===== config.mk =====
export PLATFORM = sky130hd
export DESIGN_NAME = lcd_shadow_diff_writer_top
export DESIGN_NICKNAME = d
export VERILOG_FILES = /design/src/design/lsdw_pkg.sv /design/src/design/lsdw_front.sv /design/src/design/lsdw_fifo.sv /design/src/design/lsdw_back.sv /design/src/design/lcd_shadow_diff_writer_top.sv
export SDC_FILE = /design/constraint.sdc
export NUM_CORES = 1
export LEC_CHECK = 0
export BUFFER_PORTS_ARGS = -buffer_cell sky130_fd_sc_hd__buf_2
export CAP_MARGIN = 40
export CELL_PAD_IN_SITES_DETAIL_PLACEMENT = 1
export CELL_PAD_IN_SITES_GLOBAL_PLACEMENT = 1
export CORE_MARGIN = 10
export CORE_UTILIZATION = 54
export DETAILED_ROUTE_END_ITERATION = 10
export PLACE_DENSITY = 0.75
export SLEW_MARGIN = 20
export SYNTH_ARGS = -nofsm -noshare
export SYNTH_HDL_FRONTEND = slang
export SYNTH_SLANG_ARGS = --single-unit

===== constraint.sdc =====
create_clock -name i_clk -period 5.15 [get_ports i_clk]
set_clock_uncertainty 0.15 [all_clocks]
set_input_delay 0 -clock i_clk [delete_from_list [all_inputs] [get_ports i_clk]]
set_output_delay 0 -clock i_clk [all_outputs]
set_load 0.005 [all_outputs]

===== src/design/lsdw_pkg.sv =====
// Shared types and constants for the display shadow diff writer.
package lsdw_pkg;

    localparam logic [7:0] CMD_SET_ADDR  = 8'h80;
    localparam logic [7:0] ROW1_OFFSET   = 8'h40;
    localparam logic [7:0] NIBBLE_MASK   = 8'h0F;
    localparam logic [7:0] BIT_EN        = 8'h04;
    localparam logic [7:0] BIT_BACKLIGHT = 8'h08;
    localparam logic [7:0] BIT_RS        = 8'h01;
    localparam logic [7:0] CHAR_SPACE    = 8'h20;

    localparam int CMD_FIFO_DEPTH = 2;

    typedef struct packed {
        logic       row;
        logic [3:0] column;
        logic [7:0] char_code;
    } t_in_item;

    typedef struct packed {
        logic [7:0] expander_byte;
        logic       last;
    } t_out_item;

    typedef struct packed {
        logic       start;
        logic       row;
        logic [3:0] column;
        logic [7:0] char_code;
    } t_cmd;

endpackage


===== src/design/lsdw_front.sv =====
// Front end: shadow lookup, change detection and run tracking.
module lsdw_front import lsdw_pkg::*; #(
    parameter int COLUMNS = 16
) (
    input  logic     i_clk,
    input  logic     i_rst_n,
    input  t_in_item i_item,
    input  logic     i_push,
    output logic     o_full,
    output t_cmd     o_cmd,
    output logic     o_cmd_push,
    input  logic     i_cmd_full
);

    localparam int ENTRIES = 2 * COLUMNS;
    localparam int IDX_W   = $clog2(ENTRIES);

    logic [7:0]       r_mem [ENTRIES];
    logic [7:0]       r_mem_q;
    logic [ENTRIES-1:0] r_vld;
    logic             r_rd_vld;
    logic             r_byp;
    logic [7:0]       r_byp_code;

    logic             r_a_valid;
    t_in_item         r_a;
    logic             r_a_in_range;
    logic [IDX_W-1:0] r_a_idx;

    logic             r_run_open;
    logic             r_run_row;
    logic [3:0]       r_run_col;

    logic             in_range;
    logic [IDX_W-1:0] in_idx;
    logic             accept;
    logic [7:0]       shadow;
    logic             a_changed;
    logic             a_stall;
    logic             a_retire;
    logic             a_cont;

    assign in_range = 32'(i_item.column) < COLUMNS;
    assign in_idx   = in_range ?
        ((i_item.row ? IDX_W'(COLUMNS) : IDX_W'(0)) + IDX_W'(i_item.column)) : IDX_W'(0);
    assign accept   = i_push && !o_full;

    assign shadow    = r_byp ? r_byp_code : (r_rd_vld ? r_mem_q : CHAR_SPACE);
    assign a_changed = r_a_valid && r_a_in_range && (shadow != r_a.char_code);
    assign a_stall   = a_changed && i_cmd_full;
    assign a_retire  = r_a_valid && !a_stall;
    assign o_full    = a_stall;
    assign o_cmd_push = a_changed && !i_cmd_full;

    assign a_cont = r_run_open && (r_run_row == r_a.row) &&
                    (({1'b0, r_run_col} + 5'd1) == {1'b0, r_a.column});

    always_comb begin
        o_cmd.start     = !a_cont;
        o_cmd.row       = r_a.row;
        o_cmd.column    = r_a.column;
        o_cmd.char_code = r_a.char_code;
    end

    always_ff @(posedge i_clk) begin
        if (o_cmd_push) begin
            r_mem[r_a_idx] <= r_a.char_code;
        end
        if (accept) begin
            r_mem_q      <= r_mem[in_idx];
            r_byp_code   <= r_a.char_code;
            r_a          <= i_item;
            r_a_in_range <= in_range;
            r_a_idx      <= in_idx;
        end
    end

    always_ff @(posedge i_clk) begin
        if (!i_rst_n) begin
            r_a_valid  <= 1'b0;
            r_vld      <= '0;
            r_rd_vld   <= 1'b0;
            r_byp      <= 1'b0;
            r_run_open <= 1'b0;
            r_run_row  <= 1'b0;
            r_run_col  <= 4'd0;
        end else begin
            if (accept) begin
                r_a_valid <= 1'b1;
                r_rd_vld  <= r_vld[in_idx];
                r_byp     <= o_cmd_push && (r_a_idx == in_idx);
            end else if (a_retire) begin
                r_a_valid <= 1'b0;
            end
            if (o_cmd_push) begin
                r_vld[r_a_idx] <= 1'b1;
            end
            if (a_retire) begin
                r_run_open <= a_changed;
                r_run_row  <= r_a.row;
                r_run_col  <= r_a.column;
            end
        end
    end

    a_accept_loads: assert property (@(posedge i_clk) disable iff (!i_rst_n)
        accept |=> r_a_valid)
        else $error("accepted item did not reach the lookup stage");

    a_full_cause: assert property (@(posedge i_clk) disable iff (!i_rst_n)
        o_full |-> (r_a_valid && i_cmd_full && r_a_in_range))
        else $error("input held off without a queued change");

endmodule


===== src/design/lsdw_fifo.sv =====
// Short command queue between the front end and the byte sequencer.
module lsdw_fifo import lsdw_pkg::*; (
    input  logic i_clk,
    input  logic i_rst_n,
    input  logic i_push,
    input  t_cmd i_data,
    output logic o_full,
    input  logic i_pop,
    output t_cmd o_data,
    output logic o_empty
);

    localparam int PTR_W = (CMD_FIFO_DEPTH > 1) ? $clog2(CMD_FIFO_DEPTH) : 1;
    localparam int CNT_W = $clog2(CMD_FIFO_DEPTH + 1);

    t_cmd             r_buf [CMD_FIFO_DEPTH];
    logic [PTR_W-1:0] r_wr_ptr;
    logic [PTR_W-1:0] r_rd_ptr;
    logic [CNT_W-1:0] r_count;
    logic             do_push;
    logic             do_pop;

    assign o_full  = r_count == CNT_W'(CMD_FIFO_DEPTH);
    assign o_empty = r_count == '0;
    assign o_data  = r_buf[r_rd_ptr];
    assign do_push = i_push && !o_full;
    assign do_pop  = i_pop && !o_empty;

    always_ff @(posedge i_clk) begin
        if (do_push) begin
            r_buf[r_wr_ptr] <= i_data;
        end
    end

    always_ff @(posedge i_clk) begin
        if (!i_rst_n) begin
            r_wr_ptr <= '0;
            r_rd_ptr <= '0;
            r_count  <= '0;
        end else begin
            if (do_push) begin
                r_wr_ptr <= (r_wr_ptr == PTR_W'(CMD_FIFO_DEPTH - 1)) ? '0 : r_wr_ptr + 1'b1;
            end
            if (do_pop) begin
                r_rd_ptr <= (r_rd_ptr == PTR_W'(CMD_FIFO_DEPTH - 1)) ? '0 : r_rd_ptr + 1'b1;
            end
            case ({do_push, do_pop})
                2'b10:   r_count <= r_count + 1'b1;
                2'b01:   r_count <= r_count - 1'b1;
                default: r_count <= r_count;
            endcase
        end
    end

    a_count_bound: assert property (@(posedge i_clk) disable iff (!i_rst_n)
        r_count <= CNT_W'(CMD_FIFO_DEPTH))
        else $error("command queue count out of range");

endmodule


===== src/design/lsdw_back.sv =====
// Back end: expands queued commands into expander bytes.
module lsdw_back import lsdw_pkg::*; (
    input  logic      i_clk,
    input  logic      i_rst_n,
    input  t_cmd      i_cmd,
    input  logic      i_cmd_empty,
    output logic      o_cmd_pop,
    input  logic      i_backlight,
    output t_out_item o_result,
    output logic      o_res_empty,
    input  logic      i_res_pop
);

    logic [2:0] r_cnt;
    logic       r_out_valid;
    t_out_item  r_out;

    logic [2:0] step;
    logic [7:0] addr_byte;
    logic [7:0] src_byte;
    logic [3:0] nib;
    logic [7:0] n_byte;
    logic       step_last;
    logic       res_ready;
    logic       emit;

    assign step      = i_cmd.start ? r_cnt : {1'b1, r_cnt[1:0]};
    assign addr_byte = CMD_SET_ADDR |
        ((8'(i_cmd.column) + (i_cmd.row ? ROW1_OFFSET : 8'h00)) & 8'h7F);
    assign src_byte  = step[2] ? i_cmd.char_code : addr_byte;
    assign nib       = step[1] ? src_byte[3:0] : src_byte[7:4];
    assign n_byte    = ({4'h0, nib} & NIBBLE_MASK) << 4
                     | (i_backlight ? BIT_BACKLIGHT : 8'h00)
                     | (step[0]     ? 8'h00 : BIT_EN)
                     | (step[2]     ? BIT_RS : 8'h00);
    assign step_last = step == 3'd7;

    assign res_ready   = !r_out_valid || i_res_pop;
    assign emit        = !i_cmd_empty && res_ready;
    assign o_cmd_pop   = emit && step_last;
    assign o_result    = r_out;
    assign o_res_empty = !r_out_valid;

    always_ff @(posedge i_clk) begin
        if (emit) begin
            r_out.expander_byte <= n_byte;
            r_out.last          <= step_last;
        end
    end

    always_ff @(posedge i_clk) begin
        if (!i_rst_n) begin
            r_cnt       <= 3'd0;
            r_out_valid <= 1'b0;
        end else begin
            if (emit) begin
                r_out_valid <= 1'b1;
                r_cnt       <= step_last ? 3'd0 : r_cnt + 3'd1;
            end else if (i_res_pop) begin
                r_out_valid <= 1'b0;
            end
        end
    end

    a_cnt_has_cmd: assert property (@(posedge i_clk) disable iff (!i_rst_n)
        (r_cnt != 3'd0) |-> !i_cmd_empty)
        else $error("byte sequence in progress without a queued command");

    a_cont_short: assert property (@(posedge i_clk) disable iff (!i_rst_n)
        (!i_cmd_empty && !i_cmd.start) |-> !r_cnt[2])
        else $error("run continuation sequenced past its data byte");

    a_pop_flags_last: assert property (@(posedge i_clk) disable iff (!i_rst_n)
        o_cmd_pop |=> (!o_res_empty && o_result.last))
        else $error("finished command without a flagged final byte");

endmodule


===== src/design/lcd_shadow_diff_writer_top.sv =====
// Top level of the two-row character display shadow diff writer.
// Each item names a target character by row, column and code. An item whose code
// matches the shadow, or whose column is at or beyond COLUMNS, gives no output. A changed
// character gives 4 expander bytes when it continues a run (same row, next column) and
// 8 when it starts one, the last byte flagged. The byte sequencer sends one byte per
// cycle while its output register is empty or being popped. The first byte of an item
// passes the lookup stage register, the command queue and the sequencer's output
// register on its way to the result ports. A two-entry command queue lets the lookup
// run ahead of the sequencer. The shadow reads as spaces after reset with no clearing
// pass.
module lcd_shadow_diff_writer_top import lsdw_pkg::*; #(
    parameter int COLUMNS = 16
) (
    input  logic      i_clk,
    input  logic      i_rst_n,
    input  t_in_item  i_item,
    input  logic      push,
    output logic      full,
    output t_out_item o_result,
    output logic      empty,
    input  logic      pop,
    input  logic      i_cfg_we,
    input  logic      i_cfg_wdata
);

    logic r_backlight;
    t_cmd front_cmd;
    logic front_cmd_push;
    logic fifo_full;
    t_cmd head_cmd;
    logic fifo_empty;
    logic fifo_pop;

    always_ff @(posedge i_clk) begin
        if (!i_rst_n) begin
            r_backlight <= 1'b1;
        end else if (i_cfg_we) begin
            r_backlight <= i_cfg_wdata;
        end
    end

    lsdw_front #(
        .COLUMNS(COLUMNS)
    ) u_front (
        .i_clk      (i_clk),
        .i_rst_n    (i_rst_n),
        .i_item     (i_item),
        .i_push     (push),
        .o_full     (full),
        .o_cmd      (front_cmd),
        .o_cmd_push (front_cmd_push),
        .i_cmd_full (fifo_full)
    );

    lsdw_fifo u_fifo (
        .i_clk   (i_clk),
        .i_rst_n (i_rst_n),
        .i_push  (front_cmd_push),
        .i_data  (front_cmd),
        .o_full  (fifo_full),
        .i_pop   (fifo_pop),
        .o_data  (head_cmd),
        .o_empty (fifo_empty)
    );

    lsdw_back u_back (
        .i_clk       (i_clk),
        .i_rst_n     (i_rst_n),
        .i_cmd       (head_cmd),
        .i_cmd_empty (fifo_empty),
        .o_cmd_pop   (fifo_pop),
        .i_backlight (r_backlight),
        .o_result    (o_result),
        .o_res_empty (empty),
        .i_res_pop   (pop)
    );

endmodule


# Yosys cells after proc, flatten, opt, wreduce, memory -nomap -nowiden
# Memory sizes are Yosys's and may differ from the RTL's. A register that Yosys moved wholly into a read port is not among the register bits.
# Cells that the tools add are included.
# W data, S select, Z words.
# word_totals
register_bits	85
latch_bits	0
mem_bits_rw	284
rom_bits	0
input_bits	19
out_inout_bits	11
elab_cells	96
n_memories	2
# op_classes
add_sub_neg	8
n_mul	0
div_mod_pow	0
order_cmp	3
eq_ne	8
shift	0
n_mux	28
n_bitwise	4
n_reduce_logical	23
# memory_table
memory	depth	word_bits	rd	rd_ports_with_merged_regs	wr	line_no	source
u_front.r_mem	32	8	1	1	1	lsdw_front.sv:18	logic [7:0] r_mem [ENTRIES];
u_fifo.r_buf	2	14	1	1	1	lsdw_fifo.sv:16	t_cmd r_buf [CMD_FIFO_DEPTH];
# op_table
op	n
$or A32 B32 Y32	1
$mux W8	3
$or A8 B8 Y8	3
$mux W1	15
$logic_and A1 B1 Y1	13
$lt A5 B6 Y1 const B	2
$mux W3	3
$mux W4	2
$ne A8 B8 Y1	1
$add A4 B7 Y7	1
$mux W7	1
$reduce_bool A2 Y1	3
$add A4 B1 Y5 const B	1
$add A5 B4 Y5	1
$bmux W1 S5	1
$demux W1 S5	1
$eq A5 B4 Y1	1
$eq A5 B5 Y1	1
$ge A5 B1 Y1 const B	1
$logic_not A1 Y1	5
$mux W5	1
$eq A2 B2 Y1 const B	2
$pmux W2 S2	1
$add A3 B1 Y3 const B	1
other kinds (8)	9

# Longest topological paths before layout
# Gate-level depths: netlist (run 1).
# logic_depth
ltp_word	9
ltp_mapped	11
mapped_depth_nobuf	8

# Hierarchy
# A second synthesis (run 1) with hierarchy kept.
# unflattened
cells_unflattened	768
area_unflattened_um2	14690.3
# modules_own_cells
module	n_inst	cells_per_inst	area_each_um2	seq_area_each_um2
lsdw_front	1	646	12854.8	9379.0
lsdw_fifo	1	69	1239.9	940.9
lsdw_back	1	50	561.8	320.3
lcd_shadow_diff_writer_top	1	3	33.8	20.0

# Least setup slack after synthesis (run 1)
# No wires, ideal clock.
# synth_path
path_kind	flip-flop to flip-flop
startpoint	reg u_front.r_a (netlist bit u_front.o_cmd[3])
endpoint	reg u_front.r_rd_vld
setup_time_ns	0.121
arrival_ns	3.612
required_ns	4.879
path_slack_ns	1.267
stages_incl_launch_ff	7
n_path_buf	0
period_less_slack_ns	3.883
cell_sequence	edfxtp_1 -> and3_1 -> a31oi_1 -> a2111oi_2 -> a41oi_1 -> nor2b_1 -> mux2_2
# synth_via
elab_chain_cells	5
# synth_rtl
item	line_no	source
start, declared	lsdw_front.sv:26	t_in_item r_a;
start signal, assigned	lsdw_front.sv:72	r_a <= i_item;
$ne A8 B8 Y1	lsdw_front.sv:49	assign a_changed = r_a_valid && r_a_in_range && (shadow != r_a.char_code);
$logic_and A1 B1 Y1	lsdw_front.sv:49	
$logic_and A1 B1 Y1	lsdw_front.sv:50	assign a_stall = a_changed && i_cmd_full;
named net full	lcd_shadow_diff_writer_top.sv:18	output logic full,
$logic_not A1 Y1	lsdw_front.sv:46	assign accept = i_push && !o_full;
$logic_and A1 B1 Y1	lsdw_front.sv:46	
named net u_front.accept	lsdw_front.sv:36	logic accept;
end signal, assigned	lsdw_front.sv:90	r_rd_vld <= r_vld[in_idx];
end, declared	lsdw_front.sv:21	logic r_rd_vld;
# The timed path passes the listed nets, and every way through them passes these cells.
# A chain may end at the register's enable or synchronous reset.

# Worst setup path after layout (run 1)
# layout_path
startpoint	reg u_front.r_a (netlist bit u_front.o_cmd[0])
endpoint	mem u_front.r_mem[10][1], enable pin
# layout_via
elab_chain_cells	5
# layout_rtl
item	line_no	source
$ne A8 B8 Y1	lsdw_front.sv:49	
$logic_and A1 B1 Y1	lsdw_front.sv:49	
$logic_and A1 B1 Y1	lsdw_front.sv:53	assign o_cmd_push = a_changed && !i_cmd_full;
$mux W1	lsdw_front.sv:66	if (o_cmd_push) begin
$mux W1 (implied by the code)	lsdw_front.sv:67	r_mem[r_a_idx] <= r_a.char_code;
end, declared	lsdw_front.sv:18	
# No other way between the ends.

==> results of run 1 <==
worst paths after layout:
path / start / endpoint / cells past startpoint
worst min-delay path: i_item[1] / u_front.o_cmd[1] / 2
worst max register to register: u_front.o_cmd[0] / u_front.r_mem[10][1] / 6
worst min register to register: r_backlight / u_back.o_result[4] / 0
worst max-delay path: u_front.o_cmd[0] / u_front.r_mem[10][1] / 6
placed cells by master (no fill, tap or decap), types with 18 or more instances in the layout:
cell,count
clkbuf_16,41
edfxtp_1,321
nor2_1,52
o21ai_0,26
dlygate4sd3_1,18
buf_2,27
buf_4,18
mux4_2,89
dfxtp_1,51
nand2_1,56
per-stage QoR:
stage / setup slack [ns] / instance area, um^2 / total power, W / util
floorplan: 1.267 / 14660 / 0.003632 / -
global placement: 1.553 / 15080 / 0.003740 / 0.5627
detailed placement: 1.352 / 15160 / 0.003764 / 0.5656
CTS: 1.389 / 16600 / 0.006550 / 0.6196
global route: 1.173 / 16660 / 0.006724 / 0.6217
finish: 1.363 / 16660 / 0.006525 / 0.6217
cell type report:
type / instances / share of cell area
inverter: 7 / 0.001577
clock buffer: 49 / 0.06338
multi-input combinational: 372 / 0.2233
sequential: 372 / 0.6398
timing repair buffer: 68 / 0.03319
clock inverter: 18 / 0.01314
tap: 341 / 0.02561
report_power, final:
group	internal, W	switching (W)	total (W)
Combinational	0.000146	0.000208	0.000353
Clock	0.00170	0.00111	0.00281
Sequential	0.00333	0.0000363	0.00337
Total	0.00517	0.00135	0.00653
what timing repair did:
action / CTS / global route
gates resized for setup: 0 / 0
hold buffers: 17 / 1
hold endpoints to repair: 38 / 2
worst max-delay path, delay by kind of cell (launching register included):
family           cells  cell delay (ns)
AO/OA/AOI/OAI        3             0.88
AND/OR/NAND/NOR      3             1.72
flip-flops           1             0.66
cells by family (layout without fill, tap and decap cells):
kind of cell             after synthesis  count (layout)
flip-flops                           372             372
other                                  1               1
multiplexers                         118             118
AND/OR/NAND/NOR                      165             165
buffers and inverters                 56             142
XOR/XNOR                              17              17
AO/OA/AOI/OAI                         68              68
adder cells (fa/ha/maj)                3               3
per-layer routing:
layer  vias to the layer above  global-route usage
li1                       3280                   -
met1                      4073              0.2878
met2                       344              0.3381
met3                        70             0.03741
met4                         0             0.07510
met5                         -                   0
sequential cells by signal, summed over array words and instances, names as in the netlist, named ones only:
| name | flops |
|---|---|
| u_back.r_out_valid | 1 |
| u_front.r_rd_vld | 1 |
| u_back.r_cnt | 3 |
| u_fifo.r_count | 2 |
| u_front.r_run_col | 4 |
| u_front.r_run_open | 1 |
| u_front.o_cmd | 8 |
| u_front.r_run_row | 1 |
| u_fifo.r_buf | 28 |
| u_front.r_mem | 256 |
| u_front.r_byp_code | 8 |
| u_fifo.r_wr_ptr | 1 |
| u_front.r_vld | 32 |
| u_front.r_a_idx | 5 |
| u_front.r_a_valid | 1 |
| r_backlight | 1 |
| u_fifo.r_rd_ptr | 1 |
| u_front.r_byp | 1 |
| u_back.o_result | 8 |
| u_front.r_mem_q | 8 |
==> impl_metrics.csv, run 1 <==
group,metric,value,unit
route,met3_length,2393,um
die,ios,30,
route,wl,35060,um
route,met2_length,16990,um
route,drtIter0Drc,846,
timing,rsz0062_at_grt,"no",
finish,nets,882,
critical_path,crit_path_end_kind,"flop",
clocking,clk_latency,0.52,ns
yosys,synth_compound_area_frac,0.03013,
clocking,cts_tree,"done",
yosys,synth_fp_nets,822,
finish,fillCellCount,2259,
die,rows,60,
yosys,async_flop_share,0,
yosys,netlist_top_cells_count,"edfxtp_1, mux4_2, nand2_1",
timing,final-max-slew-violation-count,0,
finish,final_layout_size_suffix_gt1_frac,0.2460,
critical_path,rrSetupSlack,1.36,ns
critical_path,cp.arrival,3.79,ns
yosys,syn_avg_cell_area,18.32,um^2
yosys,synth_top_area_share,0.6577,
placement,dp_cells,1140,
timing,setup_violations,0,
die,start_util,0.5469,
clocking,htreeDepth,2,
yosys,yosysWarnings,0,
yosys,ys_ff_latch,372,
die,die_w,184.7,um
yosys,ys_seq_area_frac,0.7273,
route,route.detailed.drc,0,
finish,num_antenna_cells,0,
power,power.leakage,5.394,nW
die,dieHeight,184.7,um
finish,multi_input_area,0.003721,mm^2
route,route.vias.total,7767,
min_path,hp-class,"primary input to flop",
critical_path,required,5.16,ns
route,top_layer,"met4",
global_routing,overflow,0,
yosys,synth_top_family_by_area,"multiplexers",
yosys,synth_ff_type,"edfxtp_1",
route,routedWlPerCell,28.57,um
timing,fmax,0.2641,GHz
global_routing,grt_first_pass_wirelength,53370,um
clocking,cts-root-buf,"clkbuf_16",
yosys,synth_most_common_cell,"edfxtp_1",
timing,period_minus_slack,3.787,ns
global_routing,grt_pass1_vias,8292,
yosys,synth_cells,800,
yosys,synth_area_leader_cell,"edfxtp_1",
placement,gp_congestion,0.8888,
critical_path,path_class,"flop to flop",
global_routing,grt_usage,0.2116,
global_routing,antenna_found_initial,0,
yosys,synth_mux_area_frac,0.1577,
yosys,synthTopCellsByArea,"edfxtp_1, mux4_2, dfxtp_1",
power,ir_worst_vdd,0.2337,mV
timing,worstMarginPinSlew,0.8344,ns
clocking,cts_made_buffers,39,
placement,dp_hpwl,21640,um
timing,tns,0,ns
yosys,synth.distinct_cells,53,
global_routing,grt_max_degree,52,
clocking,cts_setup_buffers,0,
critical_path,max_stage_delay,0.76,ns
finish,area_growth,13.68,%
placement,portBuffers,28,
critical_path,cp-start-kind,"flop",
timing,finalCritPeriodShare,0.7353,
timing,maxSlewHeadroom,0.4438,
route,viasPerCell,6.330,
yosys,synth_fa_ha_area_frac,0.002561,
yosys,yosys.area_share.simple,0.05293,
route,drtAntennaViolNets,0,
yosys,netlist_area,0.01466,mm^2
critical_path,crit_chain,"and2_1, a221oi_1, a2111oi_2, a41o_1, or3b_1, nor2_1",
critical_path,critPathSlowestCell,"or3b_1",
timing,hold_viol_final,0,
critical_path,cp_max_fo,17,
flow_run,cap_violations,0,
finish,stdcell_count,1227,
clocking,clk_pin_slew,0.06,ns
clocking,clk_path_buf_depth,3,
yosys,synth-xor-area-share,0.01016,
die,dieArea,0.03413,mm^2
route,wl_met1,14580,um
finish,regArea,0.01066,mm^2
timing,fin_hold_ws,0.05118,ns
route,firstDrtPassIters,5,
outcome,status,"complete, no violations",
clocking,cts.sinks,372,
power,powerDensity,391.6,mW/mm^2
die,coreArea,0.02680,mm^2
yosys,synth-edff-count,321,
(Power assumes the default switching activity.)
==> inputs of run 2 (changes only) <==
==> constraint.sdc (replaced) <==
create_clock -name i_clk -period 3.81 [get_ports i_clk]
set_clock_uncertainty 0.15 [all_clocks]
set_input_delay 0 -clock i_clk [delete_from_list [all_inputs] [get_ports i_clk]]
set_output_delay 0 -clock i_clk [all_outputs]
set_load 0.005 [all_outputs]
==> run 2 against run 1 <==
Net effect: maximum frequency rose by 5.5%; largest cell class unchanged; utilization rose by 0.25 points; die area did not move; register-to-register slack got worse by 1.1 ns; critical path type unchanged.
==> impl_metrics.csv, run 2 (same netlist as run 1, synthesis figures left out) <==
group,metric,value,unit
die,ios,30,
clocking,clk_path_buf_depth,3,
route,viasPerCell,6.244,
outcome,status,"complete, no violations",
route,met3_length,2044,um
critical_path,cp-start-kind,"flop",
timing,final-max-slew-violation-count,0,
timing,maxSlewHeadroom,0.5107,
clocking,cts_made_buffers,38,
route,drtIter0Drc,768,
min_path,hp-class,"primary input to flop",
power,fin_total_pwr,0.008929,W
flow_run,cap_violations,0,
route,route.detailed.drc,0,
global_routing,grt_max_degree,53,
route,drtAntennaViolNets,0,
route,routedWlPerCell,27.90,um
finish,largest_reg_flops,256,
timing,setup_violations,0,
finish,reg_top3,"u_front.r_mem (256), u_front.r_vld (32), u_fifo.r_buf (28)",
critical_path,path_class,"flop to flop",
finish,fillCellCount,2292,
global_routing,grt_pass1_vias,8017,
clocking,htreeDepth,2,
placement,portBuffers,28,
finish,num_antenna_cells,0,
timing,hold_viol_final,0,
finish,final_layout_size_suffix_gt1_frac,0.2539,
finish,nets,884,
route,wl,34340,um
route,wl_met1,14880,um
critical_path,cp.arrival,3.59,ns
die,coreArea,0.02680,mm^2
route,met2_length,16820,um
clocking,clk_latency,0.52,ns
route,top_layer,"met4",
finish,final_cell_mix,"edfxtp_1, mux4_2, nand2_1",
global_routing,grt_usage,0.2075,
finish,utilization,0.6242,
timing,rsz0062_at_grt,"yes",
global_routing,grt_first_pass_wirelength,52650,um
die,dieHeight,184.7,um
clocking,cts_tree,"done",
finish,mostFrequentLayoutCell,"edfxtp_1",
timing,period_minus_slack,3.590,ns
global_routing,overflow,0,
placement,gp_congestion,0.9006,
die,dieArea,0.03413,mm^2
finish,top_register,"u_front.r_mem",
clocking,cts.sinks,372,
die,die_w,184.7,um
critical_path,crit_path_end_kind,"flop",
route,route.vias.total,7686,
timing,fmax,0.2785,GHz
power,ir_worst_vdd,0.4182,mV
route,firstDrtPassIters,7,
clocking,clk_pin_slew,0.06,ns
timing,finalCritPeriodShare,0.9423,
finish,area_growth,14.15,%
power,power.leakage,5.437,nW
clocking,cts-root-buf,"clkbuf_16",
power,powerDensity,533.7,mW/mm^2
placement,dp_hpwl,21630,um
clocking,cts_setup_buffers,0,
timing,worstMarginPinSlew,0.7312,ns
die,start_util,0.5469,
global_routing,antenna_found_initial,0,
critical_path,required,3.81,ns
die,rows,60,
critical_path,cp_max_fo,19,
run 2: cell count changes in the layout (fill, tap and decap cells not counted), moves of 2 or more:
| cell | change |
|---|---|
| buf_4 | +3 |
| clkinvlp_4 | -3 |
| nor2_1 | -4 |
| nor2_2 | +4 |
| clkinv_2 | +2 |
run 2: repair_timing:
item,4_1_cts,5_1_grt
endpoints found under the setup margin,0,88
resized for setup,0,4
hold buffers,19,0
hold endpoints to repair,77,0
run 2: critical path, stage by stage (launching register included):
cell	delay, ns
dfxtp_1	0.74
a21oi_1	0.22
a221oi_1	0.34
a2111oi_2	0.12
a41o_1	0.33
or3b_1	0.69
nor2_1	0.62
run 2: worst paths after layout:
| kind | end | depth (start not counted) | start | slack, ns |
|---|---|---|---|---|
| worst max-delay path | u_front.r_mem[6][5] | 6 | u_front.r_byp | 0.22 |
| worst min-delay path | u_front.o_cmd[2] | 2 | i_item[2] | 0.04 |
| worst max register to register | u_front.r_mem[6][5] | 6 | u_front.r_byp | 0.22 |
| worst min register to register | u_back.o_result[4] | 0 | r_backlight | 0.29 |
run 2: layout make-up:
class | count | area (um^2) | area share
Timing Repair Buffer | 71 | 563.0 | 0.03365
Multi-Input combinational cell | 372 | 3731 | 0.2230
Inverter | 7 | 26.28 | 0.001571
Tap cell | 341 | 426.7 | 0.02550
Clock inverter | 19 | 245.2 | 0.01466
Sequential cell | 372 | 10660 | 0.6372
Clock buffer | 49 | 1077 | 0.06439
run 2: stage by stage:
step | worst slack [ns] | instance area, um^2 | hold slack (ns) | cells | setup TNS, ns
floorplan | 0.4835 | 14660 | -0.05113 | 800 | 0
global placement | 0.5360 | 15190 | 0.02846 | 1143 | 0
detailed placement | 0.2582 | 15210 | 0.03035 | 1144 | 0
CTS | 0.2376 | 16720 | 0.03113 | 1231 | 0
global route | -0.07456 | 16730 | 0.04096 | 1231 | -2.413
finish | 0.2199 | 16730 | 0.03770 | 1231 | 0
run 2: where the power goes:
group / switching (W) / leakage, nW / internal [W]
clock: 0.00150 / 0.648 / 0.00241
combinational: 0.000275 / 1.46 / 0.000197
sequential: 0.0000506 / 3.33 / 0.00450
total: 0.00183 / 5.44 / 0.00710
run 2: metal layers:
metal  GRT usage  vias to the layer above
li1            -                     3289
met1      0.2902                     4045
met2      0.3354                      305
met3     0.03367                       47
met4     0.05039                        0
met5           0                        -
==> inputs of run 3 (changes only) <==
--- a/config.mk
+++ b/config.mk
@@ -5,12 +5,13 @@
 export SDC_FILE = /design/constraint.sdc
 export NUM_CORES = 1
 export LEC_CHECK = 0
+export ABC_AREA = 1
 export BUFFER_PORTS_ARGS = -buffer_cell sky130_fd_sc_hd__buf_2
 export CAP_MARGIN = 40
 export CELL_PAD_IN_SITES_DETAIL_PLACEMENT = 1
 export CELL_PAD_IN_SITES_GLOBAL_PLACEMENT = 1
 export CORE_MARGIN = 10
-export CORE_UTILIZATION = 54
+export CORE_UTILIZATION = 51
 export DETAILED_ROUTE_END_ITERATION = 10
 export PLACE_DENSITY = 0.75
 export SLEW_MARGIN = 20
==> run 3 against run 2 <==
Net effect: utilization shrank 3.4 points; first-iteration DRC count grew 20%; clock power shrank 2%; hold slack lost 0.016 ns; design area grew 5.2%; via count grew 37%; area after synthesis grew 5.7%; maximum frequency grew 4.4%; critical path depth grew 8; synthesized cell count grew 64%; critical endpoint is now u_front.r_rd_vld; largest cell class unchanged; largest power group unchanged; highest routed layer unchanged.
==> impl_metrics.csv, run 3 <==
group,metric,value,unit
timing,period_minus_slack,3.439,ns
timing,final-max-slew-violation-count,0,
global_routing,grt_max_degree,151,
power,ir_worst_vdd,0.3488,mV
die,dieHeight,194.3,um
die,ios,30,
min_path,hp-start,"i_item[3]",
timing,setup_violations,0,
finish,reg_top3,"u_front.r_mem (256), u_front.r_vld (32), u_fifo.r_buf (28)",
route,viasPerCell,5.915,
yosys,synth-xor-area-share,0.003959,
power,powerDensity,513.4,mW/mm^2
critical_path,cp-start-kind,"flop",
yosys,synth_most_common_cell,"edfxtp_1",
route,wl,44200,um
timing,hold_viol_final,0,
timing,maxSlewHeadroom,0.5001,
critical_path,cp_max_fo,9,
finish,utilization,0.5905,
clocking,clk_pin_slew,0.06,ns
critical_path,critPathLaunch,"u_front.r_byp",
yosys,ys_seq_area_frac,0.6884,
outcome,status,"complete, no violations",
clocking,cts_made_buffers,39,
route,route.detailed.drc,0,
clocking,clk_latency,0.54,ns
route,drtIter0Drc,922,
clocking,cts_setup_buffers,0,
timing,worstMarginPinSlew,0.7499,ns
finish,area_growth,13.62,%
yosys,synth.distinct_cells,44,
route,route.vias.total,10547,
finish,top_register,"u_front.r_mem",
yosys,synth_top_family_by_area,"simple AND/OR/NAND/NOR gates",
die,coreArea,0.02980,mm^2
placement,portBuffers,28,
critical_path,required,4.14,ns
yosys,netlist_area,0.01548,mm^2
finish,num_antenna_cells,0,
global_routing,grt_pass1_vias,11089,
global_routing,grt_first_pass_wirelength,67390,um
yosys,yosysWarnings,0,
yosys,ys_ff_latch,372,
critical_path,rrSetupSlack,0.37,ns
critical_path,r2r-end,"u_front.r_rd_vld",
yosys,synth_ff_type,"edfxtp_1",
route,drtAntennaViolNets,0,
finish,final_cell_mix,"edfxtp_1, nor2_1, o21ai_0",
timing,fmax,0.2908,GHz
die,rows,63,
yosys,synth_top_area_share,0.6225,
yosys,synth_fp_nets,1337,
die,die_w,194.3,um
global_routing,grt_usage,0.2277,
timing,fin_hold_ws,0.02180,ns
route,routedWlPerCell,24.79,um
yosys,synth_cells,1315,
route,firstDrtPassIters,7,
global_routing,overflow,0,
critical_path,cp.arrival,3.77,ns
global_routing,antenna_found_initial,0,
yosys,synth-edff-count,321,
yosys,synth_mux_area_frac,0,
clocking,cts.sinks,372,
clocking,cts_resized,0,
yosys,async_flop_share,0,
timing,rsz0062_at_grt,"no",
clocking,clk_path_buf_depth,3,
yosys,synthTopCellsByArea,"edfxtp_1, dfxtp_1, o21ai_0",
placement,gp_congestion,0.8470,
yosys,synth_area_leader_cell,"edfxtp_1",
min_path,min_path_cells,2,
placement,dp_hpwl,28290,um
critical_path,reg2reg_depth,14,
clocking,cts_tree,"done",
die,start_util,0.5197,
power,power.leakage,6.420,nW
yosys,synth_compound_area_frac,0.1272,
clocking,cts_hold_buf,21,
yosys,netlist_top_cells_count,"edfxtp_1, nor2_1, o21ai_0",
finish,mostFrequentLayoutCell,"edfxtp_1",
critical_path,path_class,"flop to flop",
timing,tns,0,ns
clocking,htreeDepth,2,
yosys,syn_avg_cell_area,11.78,um^2
yosys,synth_fa_ha_area_frac,0.002424,
min_path,min_to,"u_front.o_cmd[3]",
critical_path,worstReg2RegStart,"u_front.r_byp",
die,dieArea,0.03773,mm^2
yosys,yosys.area_share.simple,0.1278,
finish,largest_reg_flops,256,
min_path,hp-class,"primary input to flop",
flow_run,cap_violations,0,
finish,fillCellCount,3052,
finish,nets,1388,
finish,final_layout_size_suffix_gt1_frac,0.1450,
timing,finalCritPeriodShare,0.9027,
critical_path,crit_path_end_kind,"flop",
clocking,cts-root-buf,"clkbuf_16",
==> run 3: cell count changes after synthesis, moves of 42 or more <==
cell | before | now
inv_1 | 6 | 97
mux4_2 | 89 | 0
nand2_1 | 56 | 101
nor2_1 | 52 | 223
o21ai_0 | 26 | 176
o221ai_1 | 0 | 42
==> run 3: power breakdown <==
part | total [W] | internal, W | switching, W | leakage, nW
Clock | 0.00384 | 0.00229 | 0.00154 | 0.634
Sequential | 0.00455 | 0.00450 | 0.0000499 | 3.33
Combinational | 0.000649 | 0.000184 | 0.000464 | 2.46
Total | 0.00903 | 0.00697 | 0.00206 | 6.42
==> run 3: worst max-delay path: stages, from the launching register on <==
cell and delay [ns]:
dfxtp_1 0.67, nand2_1 0.22, nand2_2 0.13, nand2_1 0.07, nand2_1 0.08, nand2_1 0.07, nor2_2 0.16, nand2_4 0.09
nand3_1 0.17, nand2_1 0.22, nand2_1 0.11, nand2_1 0.05, dlygate4sd3_1 0.56, nor2_1 0.08, dlygate4sd3_1 0.54
==> run 3: stage by stage <==
step	instances	power [W]	worst slack, ns	instance area, um^2
floorplan	1315	0.004994	1.175	15480
global placement	1692	0.005226	1.004	16050
detailed placement	1693	0.005254	0.8953	16080
CTS	1782	0.009072	0.3666	17580
global route	1783	0.009302	0.1380	17590
finish	1783	0.009033	0.3709	17590
==> run 3: routing by layer <==
| metal | part of all wire | vias up | GRT usage |
|---|---|---|---|
| li1 | - | 4766 | - |
| met1 | 0.42 | 5357 | 0.2910 |
| met2 | 0.49 | 332 | 0.3851 |
| met3 | 0.052 | 92 | 0.03129 |
| met4 | 0.035 | 0 | 0.08745 |
| met5 | 0 | - | 0 |
==> run 3: kinds of logic (layout without fill, tap and decap cells) <==
group / Yosys count / in the layout
compound gates: 325 / 325
xor+xnor: 7 / 7
fa+ha+maj: 3 / 3
buf+inv: 177 / 255
flops: 372 / 372
other cells: 1 / 1
simple gates: 430 / 430
==> run 3: area by class of cell <==
type,count,area [um^2],share of cell area
timing repair buffer,81,683.2,0.03883
multi-input combinational,766,4051,0.2303
clock inverter,11,106.4,0.006045
inverter,106,417.9,0.02375
clock buffer,57,1187,0.06749
sequential,372,10660,0.6059
tap,390,488.0,0.02773
==> run 3: how the worst max path moves through the flow <==
stage	to
4_1_cts	u_front.r_rd_vld
2_1_floorplan	u_front.o_cmd[0]
3_3_place_gp	u_front.r_mem[25][4]
5_1_grt	u_front.r_rd_vld
6_report	u_front.r_rd_vld
3_5_place_dp	u_front.r_mem[25][0]
